### src/hdl/bmpb_pkg.sv
// Shared types and codes for the bicolour matrix pixel buffer.
// No dependencies; used by the command and byte interfaces, controller, datapath and top level.

package bmpb_pkg;

    localparam int unsigned COORD_W = 16;
    localparam int unsigned WORD_W  = 16;
    localparam int unsigned BYTE_W  = 8;

    typedef enum logic [1:0] {
        OP_DRAW  = 2'd0,
        OP_CLEAR = 2'd1,
        OP_FLUSH = 2'd2,
        OP_NONE  = 2'd3
    } t_op;

    typedef enum logic [1:0] {
        COL_OFF    = 2'd0,
        COL_GREEN  = 2'd1,
        COL_RED    = 2'd2,
        COL_YELLOW = 2'd3
    } t_color;

    typedef enum logic [1:0] {
        ROT_0   = 2'd0,
        ROT_90  = 2'd1,
        ROT_180 = 2'd2,
        ROT_270 = 2'd3
    } t_rotation;

    localparam logic [BYTE_W-1:0] START_ADDR = 8'h00;

    // Controller to datapath
    typedef struct packed {
        logic draw;
        logic clear;
        logic emit;
    } t_cmd;

    // Datapath to controller
    typedef struct packed {
        logic out_free;
        logic at_last;
    } t_status;

endpackage

### src/hdl/bmpb_cmd_if.sv
// Input channel of the pixel buffer: op, coordinates and colour.
// Depends on bmpb_pkg.

interface bmpb_cmd_if;
    import bmpb_pkg::*;

    logic                      valid;
    logic                      ready;
    logic [1:0]                op;
    logic signed [COORD_W-1:0] pixel_x;
    logic signed [COORD_W-1:0] pixel_y;
    logic [1:0]                pixel_color;

    modport source (output valid, output op, output pixel_x, output pixel_y,
                    output pixel_color, input ready);
    modport sink   (input valid, input op, input pixel_x, input pixel_y,
                    input pixel_color, output ready);
endinterface

### src/hdl/bmpb_byte_if.sv
// Output channel of the pixel buffer: one flushed byte per transfer.
// Depends on bmpb_pkg.

interface bmpb_byte_if;
    import bmpb_pkg::*;

    logic              valid;
    logic              ready;
    logic [BYTE_W-1:0] data_byte;
    logic              last;

    modport source (output valid, output data_byte, output last, input ready);
    modport sink   (input valid, input data_byte, input last, output ready);
endinterface

### src/hdl/bmpb_cfg_if.sv
// Configuration write channel: the rotation register.
// No package dependency.

interface bmpb_cfg_if;
    logic       valid;
    logic       ready;
    logic [1:0] rotation;

    modport source (output valid, output rotation, input ready);
    modport sink   (input valid, input rotation, output ready);
endinterface

### src/hdl/bicolor_matrix_pixel_buffer.sv
// Frame buffer for a two-colour LED matrix of ROWS x COLUMNS pixels, one
// 16-bit word per row (green in the low byte, red in the high byte). Draw,
// clear and the unused op leave the input ready for the next item. A flush,
// once taken, holds the input until the single output register has streamed
// 2*ROWS+1 words, one word per cycle while the output is not stalled:
// the start address 0x00, then each row low byte and high byte, the final
// word marked by last. The next item can be taken in the cycle after the
// final word of a flush has entered the output register.
// Rotation is written through the configuration channel, which is always ready.
// Depends on bmpb_pkg, the three channel interfaces, bmpb_ctrl and bmpb_dpath.

module bicolor_matrix_pixel_buffer #(
    parameter int unsigned ROWS    = 8,
    parameter int unsigned COLUMNS = 8
) (
    input  logic        i_clk,
    input  logic        i_rst_n,
    bmpb_cmd_if.sink    i_cmd,
    bmpb_cfg_if.sink    i_cfg,
    bmpb_byte_if.source o_byte
);
    import bmpb_pkg::*;

    t_cmd    cmd;
    t_status sts;

    bmpb_ctrl u_ctrl (
        .i_clk   (i_clk),
        .i_rst_n (i_rst_n),
        .i_cmd   (i_cmd),
        .i_sts   (sts),
        .o_cmd   (cmd)
    );

    bmpb_dpath #(
        .ROWS    (ROWS),
        .COLUMNS (COLUMNS)
    ) u_dpath (
        .i_clk         (i_clk),
        .i_rst_n       (i_rst_n),
        .i_cmd         (cmd),
        .o_sts         (sts),
        .i_pixel_x     (i_cmd.pixel_x),
        .i_pixel_y     (i_cmd.pixel_y),
        .i_pixel_color (i_cmd.pixel_color),
        .i_cfg         (i_cfg),
        .o_byte        (o_byte)
    );
endmodule

### src/hdl/bmpb_ctrl.sv
// Controller of the pixel buffer: input handshake and flush sequencing.
// Depends on bmpb_pkg and bmpb_cmd_if.

module bmpb_ctrl (
    input  logic             i_clk,
    input  logic             i_rst_n,
    bmpb_cmd_if.sink         i_cmd,
    input  bmpb_pkg::t_status i_sts,
    output bmpb_pkg::t_cmd   o_cmd
);
    import bmpb_pkg::*;

    typedef enum logic {
        S_IDLE,
        S_FLUSH
    } t_state;

    t_state r_state;
    logic   r_in_ready;
    logic   accept;
    t_op    op;

    assign op          = t_op'(i_cmd.op);
    assign i_cmd.ready = r_in_ready;
    assign accept      = i_cmd.valid && r_in_ready;

    always_comb begin
        o_cmd.draw  = accept && (op == OP_DRAW);
        o_cmd.clear = accept && (op == OP_CLEAR);
        o_cmd.emit  = (r_state == S_FLUSH) && i_sts.out_free;
    end

    always_ff @(posedge i_clk) begin
        if (!i_rst_n) begin
            r_state    <= S_IDLE;
            r_in_ready <= 1'b0;
        end else begin
            unique case (r_state)
                S_IDLE: begin
                    if (accept && (op == OP_FLUSH)) begin
                        r_state    <= S_FLUSH;
                        r_in_ready <= 1'b0;
                    end else begin
                        r_in_ready <= 1'b1;
                    end
                end
                S_FLUSH: begin
                    // leave once the final word is in the output register
                    if (i_sts.out_free && i_sts.at_last) begin
                        r_state    <= S_IDLE;
                        r_in_ready <= 1'b1;
                    end
                end
                default: begin
                    r_state    <= S_IDLE;
                    r_in_ready <= 1'b0;
                end
            endcase
        end
    end
endmodule

### src/hdl/bmpb_dpath.sv
// Datapath of the pixel buffer: row words, rotation, pixel update and byte output.
// Depends on bmpb_pkg, bmpb_byte_if and bmpb_cfg_if.

module bmpb_dpath #(
    parameter int unsigned ROWS    = 8,
    parameter int unsigned COLUMNS = 8
) (
    input  logic                                   i_clk,
    input  logic                                   i_rst_n,
    input  bmpb_pkg::t_cmd                         i_cmd,
    output bmpb_pkg::t_status                      o_sts,
    input  logic signed [bmpb_pkg::COORD_W-1:0]    i_pixel_x,
    input  logic signed [bmpb_pkg::COORD_W-1:0]    i_pixel_y,
    input  logic [1:0]                             i_pixel_color,
    bmpb_cfg_if.sink                               i_cfg,
    bmpb_byte_if.source                            o_byte
);
    import bmpb_pkg::*;

    localparam int unsigned ROW_W  = (ROWS > 1) ? $clog2(ROWS) : 1;
    localparam int unsigned NBYTES = 2 * ROWS + 1;
    localparam int unsigned IDX_W  = $clog2(NBYTES);
    localparam int unsigned CW     = COORD_W + 1;

    localparam logic [IDX_W-1:0]    LAST_IDX = IDX_W'(NBYTES - 1);
    localparam logic signed [CW-1:0] XMAX    = CW'(COLUMNS - 1);
    localparam logic signed [CW-1:0] YMAX    = CW'(ROWS - 1);

    logic [WORD_W-1:0] r_rows [ROWS];
    t_rotation         r_rotation;
    logic [IDX_W-1:0]  r_byte_idx;
    logic              r_out_valid;
    logic [BYTE_W-1:0] r_out_data;
    logic              r_out_last;

    // draw path
    logic signed [CW-1:0] x;
    logic signed [CW-1:0] y;
    logic signed [CW-1:0] rx;
    logic signed [CW-1:0] ry;
    logic                 in_range;
    logic                 rot_range;
    logic [4:0]           bit_pos;
    logic [WORD_W-1:0]    green;
    logic [WORD_W-1:0]    red;
    logic [ROW_W-1:0]     row_sel;
    logic [WORD_W-1:0]    cur_word;
    logic [WORD_W-1:0]    n_word;

    // flush path
    logic [IDX_W-1:0]  idx_m1;
    logic [ROW_W-1:0]  flush_row;
    logic [WORD_W-1:0] flush_word;
    logic [BYTE_W-1:0] n_out_data;

    assign x = CW'(i_pixel_x);
    assign y = CW'(i_pixel_y);

    assign in_range = (x >= 0) && (x <= XMAX) && (y >= 0) && (y <= YMAX);

    always_comb begin
        unique case (r_rotation)
            ROT_90: begin
                rx = XMAX - y;
                ry = x;
            end
            ROT_180: begin
                rx = XMAX - x;
                ry = YMAX - y;
            end
            ROT_270: begin
                rx = y;
                ry = YMAX - x;
            end
            default: begin
                rx = x;
                ry = y;
            end
        endcase
    end

    // only bites on a matrix that is not square
    assign rot_range = (rx >= 0) && (rx <= XMAX) && (ry >= 0) && (ry <= YMAX);

    assign bit_pos  = rx[4:0];
    assign green    = WORD_W'(1) << bit_pos;
    assign red      = WORD_W'(1) << (bit_pos + 5'd8);
    assign row_sel  = ry[ROW_W-1:0];
    assign cur_word = r_rows[row_sel];

    always_comb begin
        unique case (t_color'(i_pixel_color))
            COL_GREEN:  n_word = (cur_word | green) & ~red;
            COL_RED:    n_word = (cur_word | red) & ~green;
            COL_YELLOW: n_word = cur_word | green | red;
            default:    n_word = cur_word & ~(green | red);
        endcase
    end

    // byte k>0 is row (k-1)/2, low byte on odd k
    assign idx_m1     = r_byte_idx - IDX_W'(1);
    assign flush_row  = idx_m1[ROW_W:1];
    assign flush_word = r_rows[flush_row];

    always_comb begin
        priority if (r_byte_idx == '0) begin
            n_out_data = START_ADDR;
        end else if (idx_m1[0] == 1'b0) begin
            n_out_data = flush_word[BYTE_W-1:0];
        end else begin
            n_out_data = flush_word[WORD_W-1:BYTE_W];
        end
    end

    assign o_sts.out_free = !r_out_valid || o_byte.ready;
    assign o_sts.at_last  = (r_byte_idx == LAST_IDX);

    assign i_cfg.ready     = 1'b1;
    assign o_byte.valid    = r_out_valid;
    assign o_byte.data_byte = r_out_data;
    assign o_byte.last     = r_out_last;

    always_ff @(posedge i_clk) begin
        if (!i_rst_n) begin
            for (int i = 0; i < ROWS; i++) begin
                r_rows[i] <= '0;
            end
            r_rotation  <= ROT_0;
            r_byte_idx  <= '0;
            r_out_valid <= 1'b0;
        end else begin
            if (i_cfg.valid) begin
                r_rotation <= t_rotation'(i_cfg.rotation);
            end
            if (i_cmd.clear) begin
                for (int i = 0; i < ROWS; i++) begin
                    r_rows[i] <= '0;
                end
            end else if (i_cmd.draw && in_range && rot_range) begin
                r_rows[row_sel] <= n_word;
            end
            if (i_cmd.emit) begin
                r_out_valid <= 1'b1;
                r_byte_idx  <= o_sts.at_last ? '0 : r_byte_idx + IDX_W'(1);
            end else if (o_byte.ready) begin
                // drop the word once taken
                r_out_valid <= 1'b0;
            end
        end
    end

    always_ff @(posedge i_clk) begin
        if (i_cmd.emit) begin
            r_out_data <= n_out_data;
            r_out_last <= o_sts.at_last;
        end
    end
endmodule
### src/flat_wrapper.sv
// flat-port wrapper written by rule: the top's interface ports become plain ports
module bicolor_matrix_pixel_buffer_flat import bmpb_pkg::*;
#(
    parameter int unsigned ROWS    = 8,
    parameter int unsigned COLUMNS = 8
)
  (i_clk, i_rst_n, i_cmd_valid, i_cmd_op, i_cmd_pixel_x, i_cmd_pixel_y, i_cmd_pixel_color, i_cmd_ready, i_cfg_valid, i_cfg_rotation, i_cfg_ready, o_byte_valid, o_byte_data_byte, o_byte_last, o_byte_ready);
  bmpb_cmd_if i_cmd_i ();
  bmpb_cfg_if i_cfg_i ();
  bmpb_byte_if o_byte_i ();
  input  logic i_clk;
  input  logic i_rst_n;
  input wire logic [$bits(i_cmd_i.valid)-1:0] i_cmd_valid;
  input wire logic [$bits(i_cmd_i.op)-1:0] i_cmd_op;
  input wire logic [$bits(i_cmd_i.pixel_x)-1:0] i_cmd_pixel_x;
  input wire logic [$bits(i_cmd_i.pixel_y)-1:0] i_cmd_pixel_y;
  input wire logic [$bits(i_cmd_i.pixel_color)-1:0] i_cmd_pixel_color;
  output wire logic [$bits(i_cmd_i.ready)-1:0] i_cmd_ready;
  input wire logic [$bits(i_cfg_i.valid)-1:0] i_cfg_valid;
  input wire logic [$bits(i_cfg_i.rotation)-1:0] i_cfg_rotation;
  output wire logic [$bits(i_cfg_i.ready)-1:0] i_cfg_ready;
  output wire logic [$bits(o_byte_i.valid)-1:0] o_byte_valid;
  output wire logic [$bits(o_byte_i.data_byte)-1:0] o_byte_data_byte;
  output wire logic [$bits(o_byte_i.last)-1:0] o_byte_last;
  input wire logic [$bits(o_byte_i.ready)-1:0] o_byte_ready;
  assign i_cmd_i.valid = i_cmd_valid;
  assign i_cmd_i.op = i_cmd_op;
  assign i_cmd_i.pixel_x = i_cmd_pixel_x;
  assign i_cmd_i.pixel_y = i_cmd_pixel_y;
  assign i_cmd_i.pixel_color = i_cmd_pixel_color;
  assign i_cmd_ready = i_cmd_i.ready;
  assign i_cfg_i.valid = i_cfg_valid;
  assign i_cfg_i.rotation = i_cfg_rotation;
  assign i_cfg_ready = i_cfg_i.ready;
  assign o_byte_valid = o_byte_i.valid;
  assign o_byte_data_byte = o_byte_i.data_byte;
  assign o_byte_last = o_byte_i.last;
  assign o_byte_i.ready = o_byte_ready;
  bicolor_matrix_pixel_buffer #(.ROWS(ROWS), .COLUMNS(COLUMNS)) u_core (.i_clk(i_clk), .i_rst_n(i_rst_n), .i_cmd(i_cmd_i), .i_cfg(i_cfg_i), .o_byte(o_byte_i));
endmodule
### config.mk
export PLATFORM = sky130hd
export DESIGN_NAME = bicolor_matrix_pixel_buffer_flat
export DESIGN_NICKNAME = d
export VERILOG_FILES = /design/src/hdl/bmpb_pkg.sv /design/src/hdl/bmpb_cmd_if.sv /design/src/hdl/bmpb_byte_if.sv /design/src/hdl/bmpb_cfg_if.sv /design/src/hdl/bicolor_matrix_pixel_buffer.sv /design/src/hdl/bmpb_ctrl.sv /design/src/hdl/bmpb_dpath.sv /design/src/flat_wrapper.sv
export SDC_FILE = /design/constraint.sdc
export NUM_CORES = 1
export LEC_CHECK = 0
export BUFFER_PORTS_ARGS = -buffer_cell sky130_fd_sc_hd__buf_2
export CAP_MARGIN = 20
export CELL_PAD_IN_SITES_DETAIL_PLACEMENT = 0
export CELL_PAD_IN_SITES_GLOBAL_PLACEMENT = 1
export CORE_ASPECT_RATIO = 0.75
export CORE_MARGIN = 4
export CORE_UTILIZATION = 50
export DETAILED_ROUTE_END_ITERATION = 8
export GPL_TIMING_DRIVEN = 1
export HOLD_SLACK_MARGIN = 0.08
export PLACE_DENSITY = 0.9
export SYNTH_ARGS = -nofsm -noshare
export SYNTH_HDL_FRONTEND = slang
export SYNTH_SLANG_ARGS = --single-unit
### constraint.sdc
create_clock -name i_clk -period 4.95 [get_ports i_clk]
set_input_delay 0.2475 -clock i_clk [delete_from_list [all_inputs] [get_ports i_clk]]
set_output_delay 0.2475 -clock i_clk [all_outputs]
set_load 0.1 [all_outputs]
==> flow_metrics.py <==
metrics = {
    "outcome": {
        "outcome": "finished clean",
    },
    "pwr": {
        "power_density_nw_per_um2": 339,
        "finalPower_mw": 3.34,
        "ir_drop_mv": 0.200,
        "p_leak_nw": 3.54,
    },
    "placement": {
        "place_hpwl_microns": 17900,
        "placed_cell_area_sq_um": 9200,
        "place_ws_ps": 921,
        "dp.cells": 976,
        "gp_congestion": 0.945,
        "port_buffers": 53,
    },
    "logic_synthesis": {
        "synth_top_area_share_pct": 47.6,
        "synth_top_cell_by_area": "edfxtp_1",
        "ys_seq_elements": 147,
        "yosysWarnings": 0,
        "ys_async_sr_fraction_pct": 0,
        "syn_nets": 773,
        "synthesis.instances": 725,
        "netlist_area_sq_um": 8650,
        "synth_ff_type": "edfxtp_1",
        "yosys.cell_types.count": 68,
        "synthTopCellsByArea": "edfxtp_1 48%, mux4_2 8.9%, nor2_1 6.3%",
        "synth_edf_count": 137,
        "avgSynthCellArea_sq_um": 11.9,
        "ys_seq_area_share_pct": 49.9,
    },
    "sta": {
        "finalSetupViolCount": 0,
        "max_freq_ghz": 0.238,
        "tightest_slew_ps": 1190,
        "finalHoldViolCount": 0,
        "worst_slack_ps": 740,
        "slew_viol_final": 0,
        "tns_ps": 0,
        "skew_ps": 8.84,
        "rsz0062_at_grt": "no",
        "maxSlewHeadroom_pct": 20.7,
        "min_period_ps": 4210,
        "post-route-period-util_pct": 85.0,
    },
    "routing": {
        "vias_per_cell": 6.98,
        "first_pass_iters": 7,
        "drt-initial-drc-count": 1005,
        "wire_per_inst_microns": 26.4,
        "drt_wl_total_microns": 26700,
        "drc": 0,
        "routed-via-count": 7063,
        "ant_nets": 0,
    },
    "setup_path": {
        "worstSetupStartpointType": "flip-flop",
        "ff2ff_setup_slack_ps": 740,
        "arrival_ps": 4360,
        "slowest_stage": "or4_1",
        "crit_fanout": 27,
        "max_stage_delay_ps": 940,
        "cp_common_cell": "buf_4",
        "crit_path_end_kind": "flip-flop",
        "cp_cell_sequence": "buf_4 > nor4bb_1 > or4_1 > nor2b_1 > buf_4 > a22oi_1 > nand3_1 > o22ai_1 > nor2_1",
        "critical_path_class": "reg -> reg",
        "critPathRequiredTime_ps": 5100,
    },
    "clock_network": {
        "ctsResizeCount": 0,
        "cts_setup_buffers": 0,
        "cts_hold_buf": 1,
        "cts_htree_levels": 4,
        "clockBufferDepth": 2,
        "cts.sinks": 147,
        "cts_tree": "done",
        "cts_root_buffer": "clkbuf_16",
        "cts_buffers": 17,
        "insertion_delay_ps": 440,
        "path_clk_slew_ps": 70,
    },
    "run": {
        "cap_violations": 0,
    },
    "finish": {
        "fill_cells": 1338,
        "diodes": 0,
        "area_delta_synth_final_pct": 13.9,
        "layout-drive-gt1-share_pct": 23.7,
        "stdcell_area_sq_um": 9850,
        "fin_cells": 1012,
        "num-nets-final": 832,
    },
    "die": {
        "initial_core_util_pct": 51.2,
        "die_h_microns": 122,
        "core_sq_um": 16900,
        "dieArea_sq_um": 19500,
        "ios": 55,
        "die_w_microns": 160,
        "num_rows": 41,
    },
    "global_route": {
        "gr-total-overflow": 0,
        "grtUsageTotal_pct": 27.6,
        "grt_max_degree": 33,
        "grt_pass1_vias": 6804,
        "grt_pass1_wl_microns": 40400,
        "antenna_found_initial": 0,
    },
    "hold_path": {
        "hold_path_class": "in -> reg",
    },
}
[registers in the layout, indices dropped and copies added, names as in the netlist]
| signal | flops |
|---|---|
| u_core.u_ctrl.r_state | 1 |
| u_core.u_dpath.r_rotation | 2 |
| u_core.u_dpath.o_byte.valid | 1 |
| u_core.u_ctrl.i_cmd.ready | 1 |
| u_core.u_dpath.o_byte.last | 1 |
| u_core.u_dpath.r_rows | 128 |
| u_core.u_dpath.o_byte.data_byte | 8 |
| u_core.u_dpath.r_byte_idx | 5 |
[routing by layer]
metal  part of all wire (%)  GRT usage, %  up-vias
met5                      0             0        -
met4                    4.0          10.7        0
met3                     14          8.76      114
met2                     43          41.7      608
met1                     38          37.6     3395
li1                       -             -     2946
[cell families after synthesis]
logic type / count (synthesis) / share of synthesized area, %
other: 1 / 0.0434
AOI/OAI and AO/OA: 147 / 13.2
muxes: 69 / 13.1
xor gates and xnor gates: 11 / 1.11
buffers and inverters: 64 / 3.97
and+or+nand+nor: 281 / 17.9
adders and majority gates: 5 / 0.724
DFF: 147 / 49.9
[where the power goes]
part	total [mW]	internal [mW]	switching (mW)	leakage, nW
Sequential	1.44	1.40	0.0372	1.50
Combinational	0.572	0.199	0.373	1.75
Clock	1.33	0.726	0.603	0.296
Total	3.34	2.33	1.01	3.54
[placed cells by master (no fill, tap or decap), types with 9 or more instances in the layout]
cell,n
nor2_1,145
edfxtp_1,137
buf_2,53
mux4_2,34
buf_4,32
nor2b_1,27
a22o_1,27
mux2i_1,24
nand2_1,24
a21oi_1,20
a22oi_1,19
clkbuf_16,17
a221oi_1,16
inv_1,14
nor3_1,13
mux2_2,10
dfxtp_1,10
nand4_4,9
o22ai_1,9
[metrics by stage]
step / hold WS, ps / util [%]
after CTS: 95.7 / 58.1
after global placement: 504 / 54.5
after floorplan: 365 / -
after global routing: 104 / 58.4
after detailed placement: 521 / 54.5
final: 96.7 / 58.4
[worst paths after layout]
kind	endpoint	cells past startpoint	startpoint
hold / removal	u_core.u_dpath.r_rotation[1]	3	i_cfg_rotation[1]
setup / recovery	u_core.u_dpath.r_rows[2][15]	9	u_core.u_dpath.r_rotation[0]
hold reg to reg	u_core.u_dpath.o_byte.valid	1	u_core.u_ctrl.r_state
setup reg to reg	u_core.u_dpath.r_rows[2][15]	9	u_core.u_dpath.r_rotation[0]
[worst max-delay path, delay by kind of cell, from the launching register on]
family | cells | cell delay (ps)
simple gates | 5 | 1560
flops | 1 | 820
buf+inv | 2 | 650
compound gates | 2 | 880
[final cells by class]
| cell class | instances | area (sq um) | area share [%] |
|---|---|---|---|
| well taps | 215 | 269 | 2.73 |
| flip-flops and latches | 147 | 4310 | 43.8 |
| inverters | 14 | 52.6 | 0.534 |
| clock buffers | 17 | 425 | 4.32 |
| clock inverters | 15 | 178 | 1.80 |
| repair buffers | 90 | 596 | 6.05 |
| multi-input cells | 514 | 4010 | 40.8 |
[synthesized netlist by cell type (all sizes together) (9+ instances only)]
cell and count:
nand2 24, a21oi 20, o22ai 9, mux2 11, edfxtp 137, o21ai 9, nor2 145, a22o 27
buf 25, a22oi 19, clkbuf 25, nand4 16, inv 14, a221oi 16, nor3 13, nor2b 27
mux2i 24, mux4 34, dfxtp 10
Note: power is estimated with default switching activity, not from simulation.
